--- src/sv/tpcs_pkg.sv ---
// ----------------------------------------------------------------------------
// tpcs_pkg
// Shared types and constants of the top-three-per-category selector.
// ----------------------------------------------------------------------------
package tpcs_pkg;

    localparam int TOP_COUNT  = 3;
    localparam int CAT_NUM    = 4;
    localparam int SLOT_NUM   = CAT_NUM * TOP_COUNT;
    localparam int SLOT_W     = $clog2(SLOT_NUM);
    localparam int NAME_W     = 56;
    localparam int SUBJ_W     = 8;
    localparam int SCORE_W    = 10;
    localparam int CAT_W      = 2;
    localparam int RANK_W     = 2;
    localparam int IN_DATA_W  = 136;
    localparam int OUT_DATA_W = 128;

    // Category codes.
    localparam logic [CAT_W-1:0] CAT_TOTAL  = 2'd0;
    localparam logic [CAT_W-1:0] CAT_FIRST  = 2'd1;
    localparam logic [CAT_W-1:0] CAT_SECOND = 2'd2;
    localparam logic [CAT_W-1:0] CAT_THIRD  = 2'd3;

    typedef struct packed {
        logic [SCORE_W-1:0] score;
        logic [NAME_W-1:0]  name_high;
        logic [NAME_W-1:0]  name_low;
    } t_entry;

endpackage

--- src/sv/tpcs_cat_list.sv ---
// ----------------------------------------------------------------------------
// tpcs_cat_list
// Sorted best list of one category with registered insertion.
// ----------------------------------------------------------------------------
module tpcs_cat_list
    import tpcs_pkg::*;
(
    input  logic   i_clk,
    input  logic   i_rst_n,
    input  logic   i_ins,
    input  logic   i_clr,
    input  t_entry i_rec,
    output t_entry o_ent [TOP_COUNT],
    output logic   o_vld [TOP_COUNT]
);

    t_entry r_ent [TOP_COUNT];
    logic   r_vld [TOP_COUNT];
    logic   w_behind [TOP_COUNT];
    t_entry n_ent [TOP_COUNT];
    logic   n_vld [TOP_COUNT];

    // A record stays behind an entry unless it has a higher score, or the same
    // score and a smaller name. Full ties therefore keep arrival order.
    always_comb begin
        for (int p = 0; p < TOP_COUNT; p++) begin
            w_behind[p] = r_vld[p] &&
                !((i_rec.score > r_ent[p].score) ||
                  ((i_rec.score == r_ent[p].score) &&
                   ({i_rec.name_high, i_rec.name_low} <
                    {r_ent[p].name_high, r_ent[p].name_low})));
        end
    end

    for (genvar j = 0; j < TOP_COUNT; j++) begin : g_slot
        if (j == 0) begin : g_head
            always_comb begin
                if (w_behind[j]) begin
                    n_ent[j] = r_ent[j];
                    n_vld[j] = r_vld[j];
                end else begin
                    n_ent[j] = i_rec;
                    n_vld[j] = 1'b1;
                end
            end
        end else begin : g_tail
            always_comb begin
                if (w_behind[j]) begin
                    n_ent[j] = r_ent[j];
                    n_vld[j] = r_vld[j];
                end else if (w_behind[j-1]) begin
                    n_ent[j] = i_rec;
                    n_vld[j] = 1'b1;
                end else begin
                    n_ent[j] = r_ent[j-1];
                    n_vld[j] = r_vld[j-1];
                end
            end
        end
    end

    always_ff @(posedge i_clk) begin
        for (int k = 0; k < TOP_COUNT; k++) begin
            if (!i_rst_n) begin
                r_vld[k] <= 1'b0;
            end else if (i_clr) begin
                r_vld[k] <= 1'b0;
            end else if (i_ins) begin
                r_vld[k] <= n_vld[k];
            end
            if (i_ins) begin
                r_ent[k] <= n_ent[k];
            end
        end
    end

    assign o_ent = n_ent;
    assign o_vld = n_vld;

endmodule

--- config.mk ---
export PLATFORM = sky130hd
export DESIGN_NAME = tpcs_cat_list
export DESIGN_NICKNAME = d
export VERILOG_FILES = /design/src/sv/tpcs_pkg.sv /design/src/sv/tpcs_cat_list.sv
export SDC_FILE = /design/constraint.sdc
export NUM_CORES = 1
export LEC_CHECK = 0
export ABC_AREA = 1
export BUFFER_PORTS_ARGS = -buffer_cell sky130_fd_sc_hd__buf_4
export CAP_MARGIN = 15
export CELL_PAD_IN_SITES_DETAIL_PLACEMENT = 1
export CELL_PAD_IN_SITES_GLOBAL_PLACEMENT = 1
export CORE_ASPECT_RATIO = 1.25
export CORE_UTILIZATION = 45
export CTS_CLUSTER_DIAMETER = 40
export CTS_CLUSTER_SIZE = 20
export DETAILED_ROUTE_END_ITERATION = 7
export HOLD_SLACK_MARGIN = 0.08
export MAX_ROUTING_LAYER = met4
export PLACE_DENSITY_LB_ADDON = 0.1
export SETUP_SLACK_MARGIN = 0.15
export SYNTH_ARGS = -nofsm -noshare
export SYNTH_HDL_FRONTEND = slang
export SYNTH_SLANG_ARGS = --single-unit
--- constraint.sdc ---
create_clock -name i_clk -period 6.81 [get_ports i_clk]
set_input_delay 0.3405 -clock i_clk [delete_from_list [all_inputs] [get_ports i_clk]]
set_output_delay 0.3405 -clock i_clk [all_outputs]
set_load 0.01 [all_outputs]
==> summary.md, run 1 <==
| Metric | Value |
|---|---|
| Pwr/cell area | `266 nW/um^2` |
| Mean post-synth cell area | `roughly 7.7 um^2` |
| Crit Path Category | `reg -> out` |
| Antenna violations before repair | `5` |
| IO buf count | `approximately 490` |
| Worst Path Arrival | `4.98 ns` |
| Top cell by count, worst path | `nand2_1` |
| Yosys reg bits | `369` |
| Htree depth | `3` |
| Max Slew Vio Count | `0` |
| MaxCap Viol Count | `0` |
| Req. time, crit path | `6.47 ns` |
| Cell chain of the critical path | `inv_1, ha_1, nand2_1, nor2_1, and2_1, nand2_1, nor3_1, nand2_1, nand2_1, nand2_1, nand2_4, buf_4, buf_4, nand3_1, nand3_1, nand2_1, buf_4` |
| Crit path buf inv count | `4` |
| Synth Warn # | `0` |
| Final TNS setup | `0 ns` |
| Clock root cell | `clkbuf_16` |
| Syn nets | `4198` |
| CTS sink cnt | `369` |
| Hold Path Depth | `3` |
| P_leak | `18.4 nW` |
| WL met2 | `53500 um` |
| Total Wirelength | `between 100000 and 150000 um` |
| Total gr overflow | `0` |
| Drc violations | `0` |
| Setup slack, reg-to-reg | `2.35 ns` |
| Die width | `227 um` |
| Seq/Total Area, Yosys | `38.9%` |
| CTS buffer count | `75` |
| Antenna-violating nets left | `0` |
| Post-CTS setup buffer count | `0` |
| M1 WL | `43100 um` |
| Relative slew slack | `between 10% and 20%` |
| Layout area overhead | `24.3%` |
| Tightest Pin Transition | `approximately 1.2 ns` |
| Final non-filler cell total | `5044` |
| Clock skew | `0.0248 ns` |
| Crit path largest cell delay | `0.95 ns` |
| Initial Util | `45.7%` |
| Clock Latency Late Sink | `~0.62 ns` |
| Highest Signal Layer | `met4` |
| Via count | `about 28000` |
| Resize count post-CTS | `0` |
| # IOs | `495` |
| Setup crit start kind | `flip-flop` |
| RSZ-0062 raised after global routing | `false` |
| Core area | `between 60000 and 70000 um^2` |
| Most common cell after layout, fill and taps aside | `nand2_1` |
| Most frequent cells in the layout | `nand2_1, inv_1, nand3_1` |
| Layout cell share with drive strength beyond 1 | `15.8%` |
| Vias/cell | `5.54` |
| Finish-stage setup viols | `0` |
| Worst-path fanout max | `70` |
| Mapped Cells | `3709` |
| Final nets | `4635` |
| Die area | `~64000 um^2` |
| Max frequency | `about 190 MHz` |
| DP HPWL | `75200 um` |
| Pin count of the biggest net entering global routing | `202` |
| Final core occ | `56.8%` |
| Top delay family on crit path | `buffers and inverters` |
| CTS max path bufs | `3` |
| Die Height | `283 um` |
| Final hold viol count | `0` |
| CTS clk-pin slew, worst paths | `0.05 ns` |
| Synth Cell Area | `between 20000 and 30000 um^2` |
| Tcrit/Tclk final | `78.1%` |
| CTS tree | `done` |
| Synth cell types | `35` |
| Drt pass-1 iters | `5` |
| GRT Total Usage | `34.2%` |
| Type of the worst min-delay path | `in -> reg` |
| Rows | `102` |
| Tmin final | `5.32 ns` |
| First-pass GRT wire length | `166000 um` |
| Routability Congestion | `0.880` |
| DRT iter0 DRCs | `roughly 1600` |
| Vias in the first global route | `approximately 30000` |
| CP max stage cell | `buf_4` |
| Maximum vdd drop | `0.222 mV` |
| Cells after DPL | `4898` |
| Reg2Reg Depth | `16` |
| Status | `complete, no violations` |
| CP Capture Type | `primary output` |
| CP Depth | `17` |
| DR WL met3 | `6810 um` |
| Wire length per cell | `about 21 um` |
-- kinds of logic after synthesis --
family	count (synthesis)	share of synthesized area, %
adders and majority gates	363	16.0
AOI/OAI and AO/OA	357	6.64
and+or+nand+nor	1878	27.6
buffers and inverters	741	10.9
DFF	369	38.9
other	1	0.0132
-- flip-flops by register name, summed over array words and instances, names as in the netlist --
name / cells
r_ent: 366
r_vld: 3
-- final timing paths --
kind | from | end
setup / recovery | r_ent[0][169] | o_ent[56]
hold / removal | i_rec[61] | r_ent[0][61]
setup reg to reg | r_ent[0][169] | r_ent[0][300]
hold reg to reg | r_ent[0][127] | r_ent[0][127]
-- layer usage --
metal	up-vias	GRT usage (%)
li1	13100	-
met4	0	16.0
met2	896	57.4
met1	13700	39.5
met3	232	5.93
met5	-	-
-- per-stage QoR --
| step | hold slack (ns) | worst slack (ns) | cell area, um^2 | power, W |
|---|---|---|---|---|
| global placement | 0.524 | 2.18 | 32600 | 0.00531 |
| CTS | 0.0905 | 1.48 | 35300 | 0.00946 |
| finish | 0.110 | 1.49 | 35400 | 0.00942 |
| detailed placement | 0.519 | 2.14 | 32600 | 0.00539 |
| global route | 0.125 | 1.27 | 35400 | 0.00983 |
| floorplan | 0.453 | 4.34 | 28400 | 0.00422 |
-- cells in the mapped netlist --
cell type	number	area, um^2
a21oi_4	1	16.3
nor3_2	4	40.0
o21a_1	15	113
nor2_2	2	12.5
nor3b_1	2	15.0
a31oi_1	3	18.8
conb_1	1	3.75
o2111ai_1	2	17.5
o41ai_1	1	8.76
inv_2	5	18.8
buf_1	7	26.3
a21oi_2	1	8.76
nand2_2	5	31.3
nor3_1	12	60.1
buf_4	10	75.1
and2_1	1	6.26
o21ai_0	60	300
o21ai_1	102	510
a21o_1	6	45.0
edfxtp_1	368	11100
buf_6	22	248
inv_1	577	2170
a21oi_1	158	791
o211ai_1	2	15.0
o21bai_1	4	30.0
ha_1	363	4540
a21boi_0	2	15.0
dfxtp_1	1	20.0
nand3_1	523	2620
nand4_1	25	156
clkbuf_1	36	135
buf_2	84	420
nor3b_2	2	25.0
nand2_1	1201	4510
nor2_1	101	379
-- cell type report --
class	instances	area [um^2]
clock buffer	83	2030
timing repair buffer	519	3990
antenna	6	15.0
inverter	582	2190
tap	832	1040
sequential	369	11100
clock inverter	54	674
multi-input combinational	2599	14300
fill	7865	26900
-- worst min-delay path: cells and delay by family --
| family | cells | cell delay (ns) |
|---|---|---|
| buffers and inverters | 1 | 0.12 |
| AOI/OAI and AO/OA | 1 | 0.09 |
| and+or+nand+nor | 1 | 0.05 |
-- where the power goes --
group          switching (W)  leakage (nW)  total, W  internal [W]
sequential          0.000112          3.62   0.00293       0.00281
clock                0.00137          1.28   0.00403       0.00266
combinational        0.00154          13.5   0.00246      0.000920
-- what timing repair did --
| item | CTS | global route |
|---|---|---|
| endpoints found under the hold margin | 4 | 0 |
| endpoints found under the setup margin | 0 | 0 |
| hold buffers | 3 | 0 |
Power figures use the tool's default switching activity.
==> inputs of run 2 (changes only) <==
--- a/config.mk
+++ b/config.mk
@@ -11,7 +11,7 @@
 export CELL_PAD_IN_SITES_DETAIL_PLACEMENT = 1
 export CELL_PAD_IN_SITES_GLOBAL_PLACEMENT = 1
 export CORE_ASPECT_RATIO = 1.25
-export CORE_UTILIZATION = 45
+export CORE_UTILIZATION = 42
 export CTS_CLUSTER_DIAMETER = 40
 export CTS_CLUSTER_SIZE = 20
 export DETAILED_ROUTE_END_ITERATION = 7
==> constraint.sdc (replaced) <==
create_clock -name i_clk -period 5.5 [get_ports i_clk]
set_input_delay 0.275 -clock i_clk [delete_from_list [all_inputs] [get_ports i_clk]]
set_output_delay 0.275 -clock i_clk [all_outputs]
set_load 0.01 [all_outputs]
==> summary.md, run 2 (same netlist as run 1, synthesis figures left out) <==
| Metric | Value |
|---|---|
| Relative slew slack | `32.2%` |
| Cell chain of the critical path | `inv_1, ha_1, nand2_1, nor2_1, nand2_1, nor3_2, nand3_1, nor2_1, nand2_1, nor2_1, nand2_4, nand2_8, buf_16, nand2_1, nand3_1, nand2_1, buf_4` |
| Crit Path Category | `reg -> out` |
| Req. time, crit path | `5.22 ns` |
| # IOs | `~500` |
| Layout cell share with drive strength beyond 1 | `15.4%` |
| Die Height | `293 um` |
| Reg2reg end | `r_ent[0][146]` |
| Max reg flops | `~370` |
| Setup crit start kind | `flip-flop` |
| Status | `complete, no violations` |
| RSZ-0062 raised after global routing | `false` |
| Finish-stage setup viols | `0` |
| First-pass GRT wire length | `170000 um` |
| Cells after DPL | `just under 5000` |
| Antenna-violating nets left | `0` |
| Clock skew | `roughly 0.03 ns` |
| Drc violations | `0` |
| Drt pass-1 iters | `5` |
| Antenna violations before repair | `4` |
| Hold EP | `r_ent[0][59]` |
| MaxCap Viol Count | `0` |
| Final TNS setup | `0 ns` |
| Tcrit/Tclk final | `91.7%` |
| Max Slew Vio Count | `0` |
| Tmin final | `5.05 ns` |
| Post-CTS setup buffer count | `0` |
| Top delay family on crit path | `simple AND/OR/NAND/NOR gates` |
| Most frequent cells in the layout | `nand2_1, inv_1, nand3_1` |
| Worst setup margin | `0.455 ns` |
| GRT Total Usage | `32.6%` |
| Final hold viol count | `0` |
| Min-delay src | `i_rec[59]` |
| Pwr/cell area | `326 nW/um^2` |
| Wire length per cell | `around 21 um` |
| DP HPWL | `between 70000 and 80000 um` |
| Final non-filler cell total | `~5200` |
| Most common cell after layout, fill and taps aside | `nand2_1` |
| Total Wirelength | `approximately 110000 um` |
| Worst Setup Slack post-DPL | `between 1 and 1.5 ns` |
| Routability Congestion | `0.869` |
| Die area | `68800 um^2` |
| Die width | `235 um` |
| CP Capture Type | `primary output` |
| Type of the worst min-delay path | `in -> reg` |
| Rows | `106` |
| DRT iter0 DRCs | `1415` |
| Total gr overflow | `0` |
| CTS tree | `done` |
| Reg2Reg Depth | `16` |
| Maximum vdd drop | `0.292 mV` |
| CTS sink cnt | `369` |
| Vias in the first global route | `29700` |
| Initial Util | `42.5%` |
| Hold Path Depth | `3` |
| Tightest Pin Transition | `1.02 ns` |
| Tot Pwr | `0.0120 W` |
| Top flop regs | `r_ent: 366 flops, r_vld: 3 flops` |
| Via count | `28100` |
| CP max stage cell | `buf_16` |
| Htree depth | `3` |
| CTS clk-pin slew, worst paths | `0.06 ns` |
| CTS max path bufs | `3` |
| Worst-path fanout max | `202` |
| Crit path largest cell delay | `0.48 ns` |
| Crit path buf inv count | `3` |
| IO buf count | `493` |
| Core area | `67000 um^2` |
| Clock root cell | `clkbuf_16` |
| Max frequency | `about 200 MHz` |
| RR Startpoint | `r_ent[0][117]` |
| Final nets | `4747` |
| Clock Latency Late Sink | `0.63 ns` |
| Pin count of the biggest net entering global routing | `203` |
| Setup slack, reg-to-reg | `1.25 ns` |
| Layout area overhead | `29.1%` |
| CTS buffer count | `81` |
| Worst Path Arrival | `4.77 ns` |
| Fillers | `8225` |
| Largest Register | `r_ent` |
| Vias/cell | `5.41` |
| Top cell by count, worst path | `nand2_1` |
| P_leak | `19.0 nW` |
[run 2: cell count changes in the layout (fill, tap and decap cells not counted), moves of 4 or more]
cell | before | now
buf_12 | 6 | 11
buf_4 | 509 | 501
clkbuf_16 | 81 | 85
clkinv_4 | 4 | 13
clkinvlp_4 | 14 | 7
dlygate4sd3_1 | 3 | 111
inv_6 | 7 | 12
[run 2: metal layers]
layer  up-vias  track usage (%)  part of all wire [%]
met4         0             15.1                   4.4
met3       217             5.53                   5.4
met5         -                -                     0
met1     13700             37.3                    41
li1      13300                -                     -
met2       772             55.7                    49
[run 2: worst min-delay path, cell delays in order]
cell and delay (ns):
buf_4 0.12, nand2_1 0.06, o21ai_1 0.14
[run 2: final cells by class]
class / instances / area [um^2] / share of cell area (%)
Antenna cell: 5 / 12.5 / 0.0341
Clock buffer: 89 / 2140 / 5.83
Clock inverter: 60 / 748 / 2.04
Inverter: 582 / 2190 / 5.96
Multi-Input combinational cell: 2599 / 14300 / 39.1
Sequential cell: 369 / 11100 / 30.1
Tap cell: 864 / 1080 / 2.94
Timing Repair Buffer: 625 / 5130 / 14.0
[run 2: worst max path at each step]
| stage | end | slack (ns) | startpoint | depth (start not counted) |
|---|---|---|---|---|
| after floorplan | r_ent[0][10] | 3.09 | r_ent[0][111] | 17 |
| after global placement | o_ent[164] | 1.19 | i_rec[117] | 17 |
| after detailed placement | o_ent[164] | 1.16 | i_rec[117] | 17 |
| after CTS | o_ent[146] | 0.42 | r_ent[0][117] | 17 |
| after global routing | o_ent[146] | 0.18 | r_ent[0][117] | 17 |
| final | o_ent[146] | 0.45 | r_ent[0][117] | 17 |
[run 2: stage by stage]
step                      hold WS (ns)  instance area [um^2]  utilization, %
after floorplan                  0.387                 28400               -
after global placement           0.477                 32700            48.8
after detailed placement         0.481                 32700            48.8
after CTS                       0.0892                 36700            54.8
after global routing             0.115                 36700            54.8
final                            0.113                 36700            54.8
[run 2: power by group]
part	internal [W]	leakage, nW	switching [W]
registers	0.00348	3.62	0.000134
logic	0.00119	14.0	0.00192
clock network	0.00349	1.39	0.00178
[run 2: what timing repair did]
item | CTS | global route
gates resized for setup | 0 | 1
hold buffers | 111 | 0
endpoints found under the hold margin | 112 | 0
endpoints found under the setup margin | 0 | 1
