==> src/sv/tpcs_pkg.sv <==
// ----------------------------------------------------------------------------
// tpcs_pkg
// Shared types and constants of the top-three-per-category selector.
// ----------------------------------------------------------------------------
package tpcs_pkg;

    localparam int TOP_COUNT  = 3;
    localparam int CAT_NUM    = 4;
    localparam int SLOT_NUM   = CAT_NUM * TOP_COUNT;
    localparam int SLOT_W     = $clog2(SLOT_NUM);
    localparam int NAME_W     = 56;
    localparam int SUBJ_W     = 8;
    localparam int SCORE_W    = 10;
    localparam int CAT_W      = 2;
    localparam int RANK_W     = 2;
    localparam int IN_DATA_W  = 136;
    localparam int OUT_DATA_W = 128;

    // Category codes.
    localparam logic [CAT_W-1:0] CAT_TOTAL  = 2'd0;
    localparam logic [CAT_W-1:0] CAT_FIRST  = 2'd1;
    localparam logic [CAT_W-1:0] CAT_SECOND = 2'd2;
    localparam logic [CAT_W-1:0] CAT_THIRD  = 2'd3;

    typedef struct packed {
        logic [SCORE_W-1:0] score;
        logic [NAME_W-1:0]  name_high;
        logic [NAME_W-1:0]  name_low;
    } t_entry;

endpackage

==> src/sv/tpcs_emit.sv <==
// ----------------------------------------------------------------------------
// tpcs_emit
// Snapshots all lists; emits the valid entries one per cycle unless stalled.
// ----------------------------------------------------------------------------
module tpcs_emit
    import tpcs_pkg::*;
(
    input  logic                  i_clk,
    input  logic                  i_rst_n,
    input  logic                  i_load,
    input  t_entry                i_ent [SLOT_NUM],
    input  logic                  i_vld [SLOT_NUM],
    output logic                  o_load_rdy,
    output logic                  m_axis_tvalid,
    input  logic                  m_axis_tready,
    output logic [OUT_DATA_W-1:0] m_axis_tdata,
    output logic                  m_axis_tlast
);

    t_entry            r_ent [SLOT_NUM];
    logic              r_vld [SLOT_NUM];
    logic              r_busy;
    logic [SLOT_W-1:0] r_idx;
    logic [SLOT_W-1:0] w_first;
    logic [SLOT_W-1:0] w_next;
    logic              w_last;
    logic              w_take;
    logic [CAT_W-1:0]  w_cat  [SLOT_NUM];
    logic [RANK_W-1:0] w_rank [SLOT_NUM];
    t_entry            w_cur;

    for (genvar c = 0; c < CAT_NUM; c++) begin : g_cat
        for (genvar r = 0; r < TOP_COUNT; r++) begin : g_rank
            assign w_cat[c*TOP_COUNT+r]  = CAT_W'(c);
            assign w_rank[c*TOP_COUNT+r] = RANK_W'(r);
        end
    end

    // Lowest valid slot of a new snapshot, and the next valid slot after the
    // current one.
    always_comb begin
        w_first = '0;
        w_next  = '0;
        w_last  = 1'b1;
        for (int k = SLOT_NUM - 1; k >= 0; k--) begin
            if (i_vld[k]) begin
                w_first = SLOT_W'(k);
            end
            if (r_vld[k] && (SLOT_W'(k) > r_idx)) begin
                w_next = SLOT_W'(k);
                w_last = 1'b0;
            end
        end
    end

    assign w_take     = r_busy && m_axis_tready;
    assign o_load_rdy = !r_busy || (w_take && w_last);

    always_ff @(posedge i_clk) begin
        if (!i_rst_n) begin
            r_busy <= 1'b0;
            r_idx  <= '0;
        end else if (i_load) begin
            r_busy <= 1'b1;
            r_idx  <= w_first;
        end else if (w_take) begin
            if (w_last) begin
                r_busy <= 1'b0;
            end else begin
                r_idx <= w_next;
            end
        end
    end

    always_ff @(posedge i_clk) begin
        if (i_load) begin
            r_ent <= i_ent;
            r_vld <= i_vld;
        end
    end

    assign w_cur         = r_ent[r_idx];
    assign m_axis_tvalid = r_busy;
    assign m_axis_tlast  = w_last;
    assign m_axis_tdata  = {2'b00, w_cur.score, w_cur.name_low, w_cur.name_high,
                            w_rank[r_idx], w_cat[r_idx]};

endmodule

==> config.mk <==
export PLATFORM = sky130hd
export DESIGN_NAME = tpcs_emit
export DESIGN_NICKNAME = d
export VERILOG_FILES = /design/src/sv/tpcs_pkg.sv /design/src/sv/tpcs_emit.sv
export SDC_FILE = /design/constraint.sdc
export NUM_CORES = 1
export LEC_CHECK = 0
export CORE_AREA = 2 2 634 636
export CTS_CLUSTER_DIAMETER = 120
export CTS_CLUSTER_SIZE = 25
export DETAILED_ROUTE_END_ITERATION = 10
export DIE_AREA = 0 0 636 638
export DONT_BUFFER_PORTS = 1
export PLACE_DENSITY_LB_ADDON = 0.25
export SYNTH_ARGS = -nofsm -noshare
export SYNTH_HDL_FRONTEND = slang
export SYNTH_SLANG_ARGS = --single-unit
export TNS_END_PERCENT = 100
==> constraint.sdc <==
create_clock -name i_clk -period 3.4 [get_ports i_clk]
set_input_delay 0.51 -clock i_clk [delete_from_list [all_inputs] [get_ports i_clk]]
set_output_delay 0.51 -clock i_clk [all_outputs]
set_load 0.01 [all_outputs]
==> results.md, run 1 <==
* Number of placed cells counting well taps at approximately 7900
* Buffers plus inverters on the worst setup path at 7
* Peak fanout along the critical path at 6
* Final worst-path cycle share at 1.07
* Count of antenna-violating nets left after detailed routing at 0
* Area growth from synthesis to layout at 54.6%
* Time the final worst path needs with I/O delays and setup at around 3.6 ns
* TritonCTS clock tree: done
* Post-route DRC violation count at 0
* Violated checks: setup timing
* Netlist Area Pre-Place at roughly 0.056 mm²
* Count of cells along the worst register-to-register path at 13
* Gate family responsible for the most delay along the worst path: buffers and inverters
* Endpoints failing setup at 95
* Filler instances at 41700
* IR drop worst, VDD at roughly 0.39 mV
* Required time of the critical path at just under 3 ns
* Register-to-register setup slack at around 0.20 ns
* Crit path cell chain: buf_12 -> buf_16 -> buf_16 -> buf_12 -> buf_12 -> mux4_2 -> mux2i_1 -> o21ai_1 -> buf_4 -> buf_6
* Run status: complete, but fails checks
* Endpoint class of the critical path: output pin
* Clock-pin slew of the registers on the worst-case setup and hold paths at around 0.11 ns
* Cell type of the slowest stage on the worst timing path: sky130_fd_sc_hd__mux4_2
* CP Data Arrival Time at just over 3 ns
* P_leak at ~28 nW
* Number of buffers inserted during clock tree synthesis at 94
* Net count reported at finish at between 5000 and 6000
* Hold path startpoint: i_load
* Count of input and output buffers at 0
* Depth of the critical timing path with buffers and inverters included at 10
* Sequential share of the synthesized area at 0.791
* Maximum number of pins on one net before global-route repair at 111
* Final global-route overflow total at 0
* Area share of the leading cell type in the synthesized netlist at 0.789
* Cell area after layout at roughly 0.087 mm²
* Max-slew violation total from the final report at 0
* Max Cap Viol at 0
* Number of top-level design ports at roughly 1600
* Vias per cell at about 3.7
* RSZ-0062 raised after global routing: true
* WL per Instance at approximately 33 µm
* Horizontal die dimension at between 600 and 700 µm
* Final Hold Viols at 0
* Final std cells w/o fill at 9714
* Global-route total usage across every layer at 0.150
* Number of cells produced by synthesis at about 2400
* Most used flip-flop cell after synthesis: sky130_fd_sc_hd__edfxtp_1
* Wire length reported by the detailed router at approximately 320 mm
* Critical path endpoint: m_axis_tdata[12]
* Post-Synthesis Mean Instance Area at between 20 and 25 µm²
* Worst slew margin relative to its limit at 0.393
* CTS H-tree depth at 3
* Post-synth EDFFs at roughly 1500
* Min-Delay Path Class: in -> reg
* Height of the chip at between 600 and 700 µm
* Insertion delay of the later-clocked pin in the worst-skew pair at between 0.8 and 0.9 ns
* Total iterations of the first detailed-routing run at 5
* Share of layout cells above drive strength 1 at 0.252
* Number of distinct library cell variants in the gate-level netlist after synthesis at 45
* Detailed Route Iter0 Violations at 3590
* Hold_ws at 0.130 ns
* Number of antenna violations at the first check in global routing at 233
* Origin of the worst setup path: r_idx[0]$_SDFFE_PN0P_
* Total via count after detailed routing at approximately 36000
* Slew at the pin closest to its max-slew limit at between 0.9 and 1 ns
* Number of warning messages in the yosys log at 0
* R2R Path End: r_idx[3]$_SDFFE_PN0P_
* Setup clock skew after layout at ~0.011 ns
* Longest Clk Path Bufs at 4
* Synthesized flop and latch total at 1480
* Wire length of the first global-routing pass at 400 mm
* Number of sinks driven by the clock tree at around 1500
* Ratio of total power to cell area at about 500 mW/mm²
* Ys async rst share at 0
* Root Buffer: sky130_fd_sc_hd__clkbuf_16
* Critical path's most frequent cell: sky130_fd_sc_hd__buf_12
* Largest incremental delay on the critical path at 0.55 ns
* Effective utilization at floorplan at 0.141
* Area leader, netlist: sky130_fd_sc_hd__edfxtp_1
* Half-perimeter wire length of the detailed placement result at 250 mm
* Row Count at 232
* Routability-driven placement congestion ratio at ~0.95
* Worst r2r src: r_idx[0]$_SDFFE_PN0P_
* Worst path setup slack after routing at -0.222 ns
* Post-detailed-placement cell area at between 0.06 and 0.07 mm²
* Standard cell core area at about 0.4 mm²
* Setup Crit Path Kind: reg -> out
* Via count of the first global-routing pass at approximately 37000
* Nature of the critical path startpoint: flop
* Max Fclk at ~280 MHz
* Largest cells by area after synthesis: sky130_fd_sc_hd__edfxtp_1, sky130_fd_sc_hd__mux4_2, sky130_fd_sc_hd__mux2i_1
* Overall die area at about 0.41 mm²
[sequential cells by signal, indices dropped and copies added (netlist names)]
name / cells
r_vld: 11
m_axis_tvalid: 1
r_ent: 1464
r_idx: 4
[layout by cell type, fill, tap and decap left out, types with 3 or more instances in the layout]
master                          count
sky130_fd_sc_hd__o21ai_1           40
sky130_fd_sc_hd__buf_16            24
sky130_fd_sc_hd__inv_1              9
sky130_fd_sc_hd__clkbuf_16        102
sky130_fd_sc_hd__clkinv_8           7
sky130_fd_sc_hd__nor3_1             7
sky130_fd_sc_hd__edfxtp_1        1475
sky130_fd_sc_hd__inv_16            12
sky130_fd_sc_hd__nand2b_1           4
sky130_fd_sc_hd__inv_6              5
sky130_fd_sc_hd__mux2i_1           81
sky130_fd_sc_hd__diode_2           66
sky130_fd_sc_hd__o21ai_0           24
sky130_fd_sc_hd__nand2_2           23
sky130_fd_sc_hd__clkinv_16          6
sky130_fd_sc_hd__dfxtp_4            4
sky130_fd_sc_hd__nand2_4            7
sky130_fd_sc_hd__mux2i_2           16
sky130_fd_sc_hd__buf_4            220
sky130_fd_sc_hd__o21ai_2           42
sky130_fd_sc_hd__buf_8             22
sky130_fd_sc_hd__mux2i_4           28
sky130_fd_sc_hd__dlygate4sd3_1   1481
sky130_fd_sc_hd__nor2_1            11
sky130_fd_sc_hd__inv_12             6
sky130_fd_sc_hd__nor2b_1            3
sky130_fd_sc_hd__a21oi_1            8
sky130_fd_sc_hd__buf_12            84
sky130_fd_sc_hd__o21ai_4           24
sky130_fd_sc_hd__buf_6             89
sky130_fd_sc_hd__mux4_2           366
sky130_fd_sc_hd__nand2_1          103
sky130_fd_sc_hd__nand3_1            5
[cells in the mapped netlist, types with 8 or more instances]
| cell | instances |
|---|---|
| sky130_fd_sc_hd__mux4_2 | 366 |
| sky130_fd_sc_hd__nand2_1 | 133 |
| sky130_fd_sc_hd__buf_1 | 24 |
| sky130_fd_sc_hd__o21ai_0 | 129 |
| sky130_fd_sc_hd__inv_1 | 10 |
| sky130_fd_sc_hd__edfxtp_1 | 1475 |
| sky130_fd_sc_hd__buf_4 | 9 |
| sky130_fd_sc_hd__buf_2 | 48 |
| sky130_fd_sc_hd__mux2i_1 | 125 |
| sky130_fd_sc_hd__clkbuf_1 | 46 |
| sky130_fd_sc_hd__a21oi_1 | 8 |
| sky130_fd_sc_hd__nor2_1 | 12 |
[worst min-delay path by stage]
stage | to | slack (ns) | depth (start not counted)
2_1_floorplan | r_ent[0]$_DFFE_PP_ | 0.61 | 0
3_3_place_gp | r_ent[201]$_DFFE_PP_ | 0.61 | 0
3_5_place_dp | r_ent[127]$_DFFE_PP_ | 0.61 | 0
4_1_cts | r_idx[0]$_SDFFE_PN0P_ | 0.05 | 3
5_1_grt | r_ent[599]$_DFFE_PP_ | 0.14 | 1
6_report | r_ent[599]$_DFFE_PP_ | 0.13 | 1
[report_power, final]
part / total (mW) / switching, mW / internal (mW)
Clock: 13.0 / 7.52 / 5.48
Combinational: 7.89 / 3.90 / 3.99
Sequential: 22.5 / 0.836 / 21.7
Total: 43.4 / 12.3 / 31.2
[per-stage QoR]
step / power [mW] / util / worst slack [ns] / setup TNS (ns)
after floorplan: 24.5 / - / 0.642 / 0
after global placement: 28.0 / 0.163 / 0.0747 / 0
after detailed placement: 28.0 / 0.163 / 0.0767 / 0
after CTS: 43.9 / 0.215 / -0.387 / -29.58
after global routing: 45.0 / 0.218 / -0.377 / -26.67
final: 43.4 / 0.218 / -0.222 / -8.26
[cells by family after synthesis]
family | Yosys count | share of synthesized area
other cells | 1 | 0.0000668
simple gates | 171 | 0.0128
mux | 491 | 0.169
compound gates | 158 | 0.0155
fa+ha+maj | 4 | 0.000891
buf+inv | 139 | 0.0110
flops | 1480 | 0.791
[metal layers]
layer | track usage | wire length [µm] | part of all wire | vias up
li1 | - | - | - | 14100
met1 | 0.198 | 136000 | 0.43 | 19100
met2 | 0.250 | 152000 | 0.48 | 2024
met3 | 0.0392 | 24700 | 0.078 | 382
met4 | 0.0258 | 5860 | 0.018 | 124
met5 | 0 | 807 | 0.0025 | -
[cell type report]
cell class              instances  area [µm²]  area share
repair inverters                1        8.76    0.000101
inverters                      12        65.1    0.000749
diodes                         66         165     0.00190
clock inverters                40         692     0.00797
clock buffers                  95        2380      0.0274
repair buffers               1929       20400       0.235
well taps                    5265        6590      0.0759
flip-flops and latches       1480       44400       0.511
multi-input cells             826       12100       0.140
[timing repair]
action	4_1_cts	5_1_grt
resized for setup	360	154
endpoints found under the setup margin	127	123
hold buffers	1481	0
cloned	19	6
pin swaps	36	46
hold endpoints to repair	1480	0
setup buffers	104	68
Power figures use the tool's default switching activity.
==> run 2, diff against run 1 <==
CORE_AREA = 3 3 635 637   (was 2 2 634 636)
DIE_AREA = 0 0 638 640   (was 0 0 636 638)
==> results.md, run 2 (synthesis results as in run 1) <==
* Endpoints failing setup at 119 (was 95)
* Number of antenna violations at the first check in global routing at 276 (was 233)
* RSZ-0062 raised after global routing: true (unchanged)
* Post-route DRC violation count at 0 (unchanged)
* Run status: complete, but fails checks (unchanged)
* Slew at the pin closest to its max-slew limit at 1.34 ns (was 0.910 ns)
* Violated checks: setup timing (unchanged)
* Number of sinks driven by the clock tree at 1480 (unchanged)
* Final global-route overflow total at 0 (unchanged)
* Wire length reported by the detailed router at 312 mm (was 319 mm)
* Row Count at 232 (unchanged)
* Endpoint class of the critical path: output pin (unchanged)
* Time the final worst path needs with I/O delays and setup at 3.64 ns (was 3.62 ns)
* Root Buffer: sky130_fd_sc_hd__clkbuf_16 (unchanged)
* Total via count after detailed routing at 34700 (was 35700)
* Commonest non-fill, non-tap cells in the layout: sky130_fd_sc_hd__dlygate4sd3_1, sky130_fd_sc_hd__edfxtp_1, sky130_fd_sc_hd__mux4_2 (unchanged)
* Effective utilization at floorplan at 0.141 (unchanged)
* Multi-input logic area at 0.0118 mm² (was 0.0121 mm²)
* Global-route total usage across every layer at 0.145 (was 0.150)
* Final Hold Viols at 0 (unchanged)
* Count of cells along the worst register-to-register path at 13 (unchanged)
* CP Data Arrival Time at 3.13 ns (was 3.11 ns)
* CTS H-tree depth at 3 (unchanged)
* WL per Instance at 32.4 µm (was 32.9 µm)
* Worst path setup slack after routing at -0.237 ns (was -0.222 ns)
* Routed wire length on met2 at 148 mm (was 152 mm)
* Max Fclk at 275 MHz (was 276 MHz)
* Largest incremental delay on the critical path at 0.71 ns (was 0.55 ns)
* Final worst-path cycle share at 1.07 (about the same)
* Overall die area at 0.408 mm² (was 0.406 mm²)
* Filler instances at 41700 (about the same)
* Peak fanout along the critical path at 8 (was 6)
* R2R Path End: r_idx[0]$_SDFFE_PN0P_ (was r_idx[3]$_SDFFE_PN0P_)
* Standard cell core area at 0.399 mm² (unchanged)
* Worst r2r src: r_idx[0]$_SDFFE_PN0P_ (unchanged)
* Number of top-level design ports at 1611 (unchanged)
* Clock-pin slew of the registers on the worst-case setup and hold paths at 0.10 ns (was 0.11 ns)
* Number of flip-flops under the largest register name at 1464 (unchanged)
* Cell area after layout at 0.0856 mm² (was 0.0868 mm²)
* Origin of the worst setup path: r_idx[0]$_SDFFE_PN0P_ (unchanged)
* Max Cap Viol at 0 (unchanged)
* Post-detailed-placement cell area at 0.0644 mm² (was 0.0649 mm²)
* Maximum number of pins on one net before global-route repair at 266 (was 111)
* Routed metal-1 wire length at 129 mm (was 136 mm)
* Highest signal layer in the routed design: met5 (unchanged)
* Share of layout cells above drive strength 1 at 0.231 (was 0.252)
* Ratio of total power to cell area at 499 mW/mm² (was 500 mW/mm²)
* Max-slew violation total from the final report at 0 (unchanged)
* Vias per cell at 3.60 (was 3.68)
* Total iterations of the first detailed-routing run at 6 (was 5)
* Wire length of the first global-routing pass at 387 mm (was 400 mm)
* Biggest regs: r_ent: 1464 flops, r_vld: 11 flops, r_idx: 4 flops (unchanged)
* Horizontal die dimension at 638 µm (was 636 µm)
* WL met3 at 28.4 mm (was 24.7 mm)
* Setup clock skew after layout at 0.0240 ns (was 0.0109 ns)
* Longest Clk Path Bufs at 4 (unchanged)
* Height of the chip at 640 µm (was 638 µm)
* Net count reported at finish at 5738 (was 5828)
* Biggest register: r_ent (unchanged)
* P_leak at 27.9 nW (was 28.5 nW)
* Detailed Route Iter0 Violations at 3494 (was 3590)
* Cell type of the slowest stage on the worst timing path: sky130_fd_sc_hd__mux4_2 (unchanged)
* Register-to-register setup slack at 0.33 ns (was 0.20 ns)
* Min-Delay Path Class: in -> reg (unchanged)
* IR drop worst, VDD at 0.465 mV (was 0.392 mV)
* Reg area at 0.0444 mm² (unchanged)
* Insertion delay of the later-clocked pin in the worst-skew pair at 0.88 ns (was 0.85 ns)
* Number of buffers inserted during clock tree synthesis at 92 (was 94)
* Count of input and output buffers at 0 (unchanged)
* Worst slew margin relative to its limit at 0.110 (was 0.393)
* Fin util at 0.215 (was 0.218)
* Count of antenna-violating nets left after detailed routing at 0 (unchanged)
* Most common cell after layout, fill and taps aside: sky130_fd_sc_hd__dlygate4sd3_1 (unchanged)
* Half-perimeter wire length of the detailed placement result at 241 mm (was 250 mm)
* Nature of the critical path startpoint: flop (unchanged)
* Crit path cell chain: buf_16 -> buf_4 -> buf_12 -> mux4_2 -> mux2i_4 -> o21ai_4 -> buf_6 (was buf_12 -> buf_16 -> buf_16 -> buf_12 -> buf_12 -> mux4_2 -> mux2i_1 -> o21ai_1 -> buf_4 -> buf_6)
* Critical path endpoint: m_axis_tdata[15] (was m_axis_tdata[12])
* TritonCTS clock tree: done (unchanged)
* Via count of the first global-routing pass at 36000 (was 36900)
* Area growth from synthesis to layout at 52.4% (was 54.6%)
* Setup Crit Path Kind: reg -> out (unchanged)
* Required time of the critical path at 2.89 ns (about the same)
* Routability-driven placement congestion ratio at 0.839 (was 0.954)
## run 2: cell count changes in the layout (fill, tap and decap cells not counted), sizes merged
cell / before / now
diode: 66 / 77
bufinv: 0 / 2
buf: 439 / 351
inv: 35 / 31
clkinv: 17 / 12
dlygate4sd3: 1481 / 1480
bufbuf: 2 / 4
## run 2: routing by layer
metal  track usage  vias up
li1              -    13900
met5             0        -
met3        0.0474      476
met4        0.0228      134
met1         0.188    18300
met2         0.240     1823
## run 2: how the worst min path moves through the flow
stage	from	to	slack, ns	cells after the start
3_3_place_gp	i_ent[13]	r_ent[13]$_DFFE_PP_	0.61	0
2_1_floorplan	i_ent[0]	r_ent[0]$_DFFE_PP_	0.61	0
3_5_place_dp	i_ent[136]	r_ent[136]$_DFFE_PP_	0.61	0
6_report	i_vld[9]	r_idx[1]$_SDFFE_PN0P_	0.21	4
4_1_cts	i_vld[9]	r_idx[1]$_SDFFE_PN0P_	0.04	4
5_1_grt	i_ent[312]	r_ent[312]$_DFFE_PP_	0.16	1
## run 2: final cells by class
type                       instances  area share
sequential                      1480       0.519
timing repair buffer            1842       0.228
multi-input combinational        826       0.138
tap                             5265      0.0770
clock buffer                      95      0.0273
clock inverter                    34     0.00752
antenna                           77     0.00225
inverter                          12    0.000673
## run 2: timing repair
item                                     CTS  global route
setup buffers                             69            51
hold endpoints to repair                1505             0
resized for setup                        298           116
endpoints found under the setup margin   368           364
gates cloned                              19             7
pin swaps                                 18            22
hold buffers                            1480             0
## run 2: power breakdown
| group | internal [mW] | switching, mW |
|---|---|---|
| sequential | 21.7 | 0.743 |
| combinational | 3.76 | 3.77 |
| clock | 5.47 | 7.28 |
## run 2: worst max-delay path, delay by kind of cell (launching register included)
family	cells	cell delay, ns
flip-flops	1	0.37
multiplexers	2	1.02
buffers and inverters	4	0.67
AO/OA/AOI/OAI	1	0.13
## run 2: through the flow
step | cells | setup WS (ns) | total power, mW | setup TNS [ns] | hold slack (ns)
global route | 9592 | -0.409 | 44.5 | -39.03 | 0.157
floorplan | 2445 | 0.642 | 24.5 | 0 | 0.609
CTS | 9503 | -0.425 | 43.3 | -39.85 | 0.0372
global placement | 7807 | -1.01 | 27.7 | -337.26 | 0.609
detailed placement | 7807 | -1.22 | 27.7 | -430.81 | 0.609
finish | 9631 | -0.237 | 42.7 | -14.59 | 0.212
==> run 3, diff against run 2 <==
SKIP_CTS_REPAIR_TIMING = 1   (was default)
clock period = 4.05 ns   (was 3.4 ns; I/O delays follow)
==> results.md, run 3 (synthesis results as in run 1) <==
* Count of cells along the worst register-to-register path at 10 (was 13)
* Routed wire length on met2 at 145 mm (was 148 mm)
* Row Count at 232 (unchanged)
* Hold_ws at 0.160 ns (was 0.212 ns)
* Worst hold path endpoint: r_idx[3]$_SDFFE_PN0P_ (was r_idx[1]$_SDFFE_PN0P_)
* Count of antenna-violating nets left after detailed routing at 0 (unchanged)
* Switching part of the total at 0.277 (was 0.276)
* Nature of the critical path startpoint: flop (unchanged)
* Maximum number of pins on one net before global-route repair at 266 (unchanged)
* Largest incremental delay on the critical path at 0.77 ns (was 0.71 ns)
* P_leak at 26.8 nW (was 27.9 nW)
* Ratio of total power to cell area at 426 mW/mm² (was 499 mW/mm²)
* Worst r2r src: r_idx[1]$_SDFFE_PN0P_ (was r_idx[0]$_SDFFE_PN0P_)
* Number of antenna violations at the first check in global routing at 309 (was 276)
* Register-to-register setup slack at 1.03 ns (was 0.33 ns)
* Biggest register: r_ent (unchanged)
* Worst slew margin relative to its limit at 0.0196 (was 0.110)
* Global-route total usage across every layer at 0.139 (was 0.145)
* Sequential power share at 0.533 (was 0.525)
* Routed metal-1 wire length at 126 mm (was 129 mm)
* Final global-route overflow total at 0 (unchanged)
* Instance count along the most critical hold path at 5 (was 4)
* Effective utilization at floorplan at 0.141 (unchanged)
* CP Data Arrival Time at 3.31 ns (was 3.13 ns)
* Net count reported at finish at 5617 (was 5738)
* Wire length reported by the detailed router at 306 mm (was 312 mm)
* Gate family responsible for the most delay along the worst path: compound AO/OA/AOI/OAI gates (was multiplexers)
* Total iterations of the first detailed-routing run at 5 (was 6)
* CTS H-tree depth at 3 (unchanged)
* Height of the chip at 640 µm (unchanged)
* Time the final worst path needs with I/O delays and setup at around 4 ns
* TritonCTS clock tree: done (unchanged)
* Insertion delay of the later-clocked pin in the worst-skew pair at 0.86 ns (was 0.88 ns)
* Total power after layout at 35.3 mW (was 42.7 mW)
* Half-perimeter wire length of the detailed placement result at 241 mm (about the same)
* Vias per cell at 3.61 (was 3.60)
* Buffers plus inverters on the worst setup path at 3 (was 4)
* Endpoints failing setup at 0 (was 119)
* Internal power at 25.5 mW (was 30.9 mW)
* Net switching power at 9.80 mW (was 11.8 mW)
* RSZ-0062 raised after global routing: true (unchanged)
* Number of top-level design ports at 1611 (unchanged)
* Final Hold Viols at 0 (unchanged)
* Slew at the pin closest to its max-slew limit at 1.47 ns (was 1.34 ns)
* Endpoint class of the critical path: output pin (unchanged)
* Total via count after detailed routing at 34500 (was 34700)
* Setup clock skew after layout at 0.0296 ns (was 0.0240 ns)
* Required time of the critical path at 3.44 ns (was 2.89 ns)
* WL per Instance at 32.1 µm (was 32.4 µm)
* IR drop worst, VDD at 0.308 mV (was 0.465 mV)
* Peak fanout along the critical path at 21 (was 8)
* Count of input and output buffers at 0 (unchanged)
* Routability-driven placement congestion ratio at 0.849 (was 0.839)
* Cell type of the slowest stage on the worst timing path: sky130_fd_sc_hd__o21ai_0 (was sky130_fd_sc_hd__mux4_2)
* WL met3 at 28.5 mm (was 28.4 mm)
* Clock-pin slew of the registers on the worst-case setup and hold paths at 0.11 ns (was 0.10 ns)
* Number of buffers inserted during clock tree synthesis at 95 (was 92)
* Number of sinks driven by the clock tree at 1480 (unchanged)
* Most common cell after layout, fill and taps aside: sky130_fd_sc_hd__dlygate4sd3_1 (unchanged)
* Max Fclk at 255 MHz
* Comb power frac at 0.155 (was 0.176)
* Hold path startpoint: i_vld[10] (was i_vld[9])
* Number of placed cells counting well taps at 7800 (was 7807)
* Max-slew violation total from the final report at 0 (unchanged)
* Highest signal layer in the routed design: met5 (unchanged)
* Longest Clk Path Bufs at 4 (unchanged)
* Crit path cell chain: buf_12 -> buf_8 -> mux4_2 -> mux2i_1 -> o21ai_0 -> buf_4 (was buf_16 -> buf_4 -> buf_12 -> mux4_2 -> mux2i_4 -> o21ai_4 -> buf_6)
* Wire length of the first global-routing pass at 359 mm (was 387 mm)
* Biggest regs: r_ent: 1464 flops, r_vld: 11 flops, r_idx: 4 flops (unchanged)
* Root Buffer: sky130_fd_sc_hd__clkbuf_16 (unchanged)
* Origin of the worst setup path: r_idx[0]$_SDFFE_PN0P_ (unchanged)
* Setup Crit Path Kind: reg -> out (unchanged)
* Standard cell core area at 0.399 mm² (unchanged)
* R2R Path End: r_idx[0]$_SDFFE_PN0P_ (unchanged)
* Min-Delay Path Class: in -> reg (unchanged)
* Via count of the first global-routing pass at 27800 (was 36000)
* Clock network power share at 0.312 (was 0.299)
* Post-route DRC violation count at 0 (unchanged)
* Area growth from synthesis to layout at 47.7% (was 52.4%)
* Horizontal die dimension at 638 µm (unchanged)
* Overall die area at 0.408 mm² (unchanged)
* Fin util at 0.208 (was 0.215)
* Run status: completed (was complete, but fails checks)
* Final std cells w/o fill at 9553 (was 9631)
* Final worst-path cycle share at 0.967
* Share of layout cells above drive strength 1 at 0.183 (was 0.231)
* Max Cap Viol at 0 (unchanged)
* Detailed Route Iter0 Violations at 3218 (was 3494)
* Number of flip-flops under the largest register name at 1464 (unchanged)
* Commonest non-fill, non-tap cells in the layout: sky130_fd_sc_hd__dlygate4sd3_1, sky130_fd_sc_hd__edfxtp_1, sky130_fd_sc_hd__mux4_2 (unchanged)
run 3: cell types whose count changed in the layout (fill, tap and decap cells not counted), moves of 23 or more:
cell	previous run	this run
sky130_fd_sc_hd__buf_12	51	25
sky130_fd_sc_hd__nand2_1	109	133
sky130_fd_sc_hd__buf_6	79	4
sky130_fd_sc_hd__buf_4	169	193
sky130_fd_sc_hd__o21ai_0	15	81
sky130_fd_sc_hd__mux2i_1	91	120
sky130_fd_sc_hd__diode_2	77	109
sky130_fd_sc_hd__o21ai_2	49	4
sky130_fd_sc_hd__nand2_2	23	0
sky130_fd_sc_hd__buf_16	36	13
run 3: power by group through the flow:
stage	logic (mW)	clock network [mW]	registers (mW)
finish	5.48	11.0	18.8
global route	5.85	12.1	18.9
CTS	4.02	11.6	18.9
detailed placement	4.01	0	19.2
global placement	4.01	0	19.2
floorplan	1.84	0	18.7
run 3: routing by layer:
layer / track usage / vias up
met1: 0.160 / 18200
met3: 0.0774 / 500
met4: 0.0246 / 122
li1: - / 13700
met2: 0.228 / 1999
met5: 0 / -
run 3: worst max-delay path by stage:
| stage | to | slack (ns) | cells after the start |
|---|---|---|---|
| floorplan | o_load_rdy | 1.19 | 10 |
| global placement | r_ent[962]$_DFFE_PP_ | -0.43 | 4 |
| detailed placement | r_ent[1084]$_DFFE_PP_ | -0.65 | 4 |
| CTS | m_axis_tdata[100] | -0.64 | 6 |
| global route | m_axis_tdata[114] | -0.01 | 8 |
| finish | m_axis_tdata[95] | 0.13 | 6 |
run 3: layout make-up:
| type | count | area [µm²] |
|---|---|---|
| clock buffers | 100 | 2420 |
| multi-input cells | 826 | 11200 |
| inverters | 12 | 52.6 |
| repair buffers | 1718 | 17200 |
| flip-flops and latches | 1480 | 44400 |
| fillers | 42000 | 316000 |
| well taps | 5265 | 6590 |
| diodes | 109 | 273 |
| clock inverters | 43 | 768 |
run 3: per-stage QoR:
stage	worst slack, ns	setup TNS (ns)	instance area (µm²)
floorplan	1.19	0	56100
global placement	-0.428	-94.28	64300
detailed placement	-0.651	-155.04	64300
CTS	-0.635	-33.34	67400
global route	-0.0140	-0.0213	82800
finish	0.132	0	82900
run 3: worst min-delay path, delay by kind of cell:
family          cells  cell delay, ns
compound gates      3            0.29
simple gates        2            0.09
